===== src/design/apt_pkg.sv =====
`default_nettype none

package apt_pkg;

  localparam int unsigned NumAxes   = 3;
  localparam int unsigned CoefW     = 16;
  localparam int unsigned CoordW    = 32;
  localparam int unsigned OpndW     = CoordW + 1;
  localparam int unsigned ProdW     = CoefW + OpndW;
  localparam int unsigned FracShift = 12;
  localparam int unsigned AddW      = CoordW + FracShift;
  localparam int unsigned AccW      = ProdW + 2;
  localparam int unsigned RndW      = AccW - FracShift;
  localparam int unsigned CfgIdxW   = 3;
  localparam int unsigned CfgDataW  = NumAxes * CoefW;

  localparam logic [CoefW-1:0] COEF_ONE = CoefW'(1 << FracShift);

  typedef enum logic [1:0] {
    CMD_FWD_POINT = 2'd0,
    CMD_FWD_DIR   = 2'd1,
    CMD_INV_POINT = 2'd2,
    CMD_INV_DIR   = 2'd3
  } apt_cmd_e;

  typedef enum logic [CfgIdxW-1:0] {
    REG_AXIS_X   = 3'd0,
    REG_AXIS_Y   = 3'd1,
    REG_AXIS_Z   = 3'd2,
    REG_OFFSET_X = 3'd3,
    REG_OFFSET_Y = 3'd4,
    REG_OFFSET_Z = 3'd5
  } apt_reg_e;

  typedef logic signed [CoefW-1:0]  coef_t;
  typedef logic signed [CoordW-1:0] coord_t;

  // Load strobes for the lane pipeline registers.
  typedef struct packed {
    logic ld1;
    logic ld2;
    logic ld3;
  } apt_ctrl_t;

  typedef struct packed {
    coord_t value;
    logic   sat;
  } apt_lane_res_t;

endpackage

`default_nettype wire


===== src/design/apt_merge.sv =====
`default_nettype none

module apt_merge (
  input  logic                   clk_i,
  input  logic                   ld_i,
  input  apt_pkg::apt_lane_res_t res_i [apt_pkg::NumAxes],
  output apt_pkg::coord_t        out_x_o,
  output apt_pkg::coord_t        out_y_o,
  output apt_pkg::coord_t        out_z_o,
  output logic                   sat_o
);
  import apt_pkg::*;

  coord_t x_q, y_q, z_q;
  logic   sat_d, sat_q;

  // Flag the item if any lane clipped.
  assign sat_d = res_i[0].sat | res_i[1].sat | res_i[2].sat;

  always_ff @(posedge clk_i) begin
    if (ld_i) begin
      x_q   <= res_i[0].value;
      y_q   <= res_i[1].value;
      z_q   <= res_i[2].value;
      sat_q <= sat_d;
    end
  end

  assign out_x_o = x_q;
  assign out_y_o = y_q;
  assign out_z_o = z_q;
  assign sat_o   = sat_q;

endmodule

`default_nettype wire


===== config.mk =====
export PLATFORM = sky130hd
export DESIGN_NAME = apt_merge
export DESIGN_NICKNAME = d
export VERILOG_FILES = /design/src/design/apt_pkg.sv /design/src/design/apt_merge.sv
export SDC_FILE = /design/constraint.sdc
export NUM_CORES = 1
export LEC_CHECK = 0
export ABC_AREA = 1
export BUFFER_PORTS_ARGS = -buffer_cell sky130_fd_sc_hd__buf_2
export CAP_MARGIN = 40
export CORE_ASPECT_RATIO = 0.9
export CORE_MARGIN = 5
export CORE_UTILIZATION = 40
export CTS_CLUSTER_DIAMETER = 60
export DETAILED_ROUTE_END_ITERATION = 6
export GPL_TIMING_DRIVEN = 0
export HOLD_SLACK_MARGIN = 0.08
export PLACE_DENSITY_LB_ADDON = 0.08
export SLEW_MARGIN = 20
export SYNTH_ARGS = -nofsm -noshare
export SYNTH_HDL_FRONTEND = slang
export SYNTH_SLANG_ARGS = --single-unit

===== constraint.sdc =====
create_clock -name clk_i -period 0.8 [get_ports clk_i]
set_clock_uncertainty 0.15 [all_clocks]
set_input_delay 0.16 -clock clk_i [delete_from_list [all_inputs] [get_ports clk_i]]
set_output_delay 0.16 -clock clk_i [all_outputs]
set_load 0.03 [all_outputs]

==> summary.md <==
| Metric | Value |
|---|---|
| Unrepaired setup endpoints after global routing | `true` |
| Die area | `about 9100 um^2` |
| WHS | `-162 ps` |
| Worst-Margin Slew | `between 200 and 300 ps` |
| Residual DRC | `0` |
| Arr. time, crit path | `~900 ps` |
| Share of the yosys chip area belonging to registers | `0.996` |
| Clock transition at path regs | `roughly 90 ps` |
| Worst setup margin | `-411 ps` |
| Endpoints failing hold | `97` |
| Dpl cell area | `4060 um^2` |
| GRT Overall Usage | `0.146` |
| Area delta synth->final | `67.5%` |
| Critical path peak fanout | `1` |
| CP required | `~500 ps` |
| Power density over cell area | `2280 nW/um^2` |
| CTS tree | `yes` |
| Max-slew violations | `0` |
| Ranking of synthesized cells by area | `edfxtp_1 (100%), inv_1 (0.13%), nand2_1 (0.13%)` |
| Slowest stage cell on the critical path | `edfxtp_1` |
| H-tree levels | `3` |
| Nets | `411` |
| CTS Sinks | `slightly below 100` |
| Netlist cell types | `4` |
| Antenna diodes | `0` |
| Peak Freq | `just over 800 MHz` |
| Std cell rows | `29` |
| Setup violators final | `97` |
| Mean Syn Cell Area | `29.2 um^2` |
| Final Wtd Congestion | `~0.72` |
| Min-delay worst type | `input port to flop` |
| Final min period | `between 1000 and 1500 ps` |
| Initial antenna violation count | `0` |
| P_leak | `2.06 nW` |
| Post-DP HPWL | `roughly 4900 um` |
| Boundary Pins | `198` |
| Design area | `~5000 um^2` |
| Most common cell after layout, fill and taps aside | `buf_2` |
| Vias/cell | `between 4 and 5` |
| First-pass GRT wire length | `9810 um` |
| Crit path max-delay family | `flip-flops` |
| Vias in the first global route | `1892` |
| Final Power | `approximately 11 mW` |
| Share of layout cells above drive strength 1 | `0.673` |
| Via count | `approximately 1800` |
| Initial DRT Pass Iterations | `4` |
| Wirelength per Cell | `16.6 um` |
| Die Y | `just over 90 um` |
| Final WL | `6770 um` |
| Syn Nets | `roughly 200` |
| CP Capture Type | `output port` |
| GRT overflow | `0` |
| Synthesized area | `2920 um^2` |
| Crit-path cells | `buf_6` |
| Starting Density | `0.413` |
| IO buf count | `between 150 and 200` |
| Dpl cells | `between 300 and 400` |
| Core area | `slightly above 7000 um^2` |
| Post-Layout Cell Count | `just over 400` |
| Synth Register Bits | `97` |
| Post-synth top area share | `0.996` |
| Worst Setup Path Type | `flop to output port` |
| Largest net degree at the start of global routing | `a little under 50` |
| Post-DRT Antenna Nets | `0` |
| Cells after Synth | `100` |
| Critical path buffers and inverters | `1` |
| Inserted Clock Buffers | `9` |
| Fillers | `roughly 500` |
| Setup bufs post-CTS | `0` |
| Fin crit share | `1.51` |
| Register area | `~2900 um^2` |
| Startpoint types | `flop` |
| CP peak stage delay | `400 ps` |
| Multi-input logic area | `~7.5 um^2` |
| Commonest non-fill, non-tap cells in the layout | `buf_2 (99), edfxtp_1 (97), buf_6 (97), clkbuf_8 (9)` |
| Yosys top cell by area | `edfxtp_1` |
| Peak supply drop | `approximately 0.0017 V` |
| Root Driver | `clkbuf_8` |
| First DRT Iteration DRCs | `34` |
| CTS max path bufs | `2` |
| Outcome | `finished with violations` |
| Die X | `100 um` |
| Max cap viols | `0` |
| Failing checks | `hold timing, setup timing` |
| Slew margin rel. | `0.831` |
| Synth Warn # | `0` |
[where the power goes]
group	total, mW	switching (mW)	internal, mW
registers	6.21	0.172	6.04
clock network	2.95	1.51	1.44
logic	2.03	1.12	0.908
total	11.2	2.80	8.39
[logic make-up after synthesis]
family / count (synthesis) / share of synthesized area
simple gates: 2 / 0.00256
buf+inv: 1 / 0.00128
flops: 97 / 0.996
[cell usage after synthesis]
| library cell | instances |
|---|---|
| edfxtp_1 | 97 |
| inv_1 | 1 |
| nand2_1 | 1 |
| nor2_1 | 1 |
[repair_timing]
item / in CTS / in global routing
gates cloned: 1 / 0
hold endpoints to repair: 143 / 143
gates resized for setup: 199 / 0
endpoints found under the setup margin: 194 / 97
[metal layers]
layer | track usage | routed length, um | share of wire | vias up
met5 | 0 | 0 | 0 | -
met4 | 0.0561 | 104 | 0.015 | 0
met3 | 0.0866 | 914 | 0.14 | 8
met2 | 0.255 | 3550 | 0.52 | 117
met1 | 0.139 | 2200 | 0.32 | 829
li1 | - | - | - | 821
[state kept, by name, indices dropped and copies added, names as in the netlist]
name     flops
out_x_o     32
out_z_o     32
out_y_o     32
sat_o        1
[worst paths after layout]
| path | slack, ps | start | cells past startpoint | endpoint |
|---|---|---|---|---|
| worst max-delay path | -410 | out_x_o[10]$_DFFE_PP_ | 1 | out_x_o[10] |
| worst min-delay path | -160 | res_i[31] | 1 | out_z_o[30]$_DFFE_PP_ |
[per-stage QoR]
stage	utilization	setup WS [ps]	TNS, ps
global route	0.692	-476	-42860
floorplan	-	-5.57	-541
finish	0.692	-411	-37380
detailed placement	0.573	-685	-55590
global placement	0.569	-1480	-145650
CTS	0.692	-444	-39960
[layout make-up]
class,instances,share of cell area
Clock inverter,5,0.0115
Sequential cell,97,0.595
Inverter,1,0.000766
Clock buffer,11,0.0268
Multi-Input combinational cell,2,0.00153
Timing Repair Buffer,199,0.341
Tap cell,93,0.0238
Power figures use the tool's default switching activity.
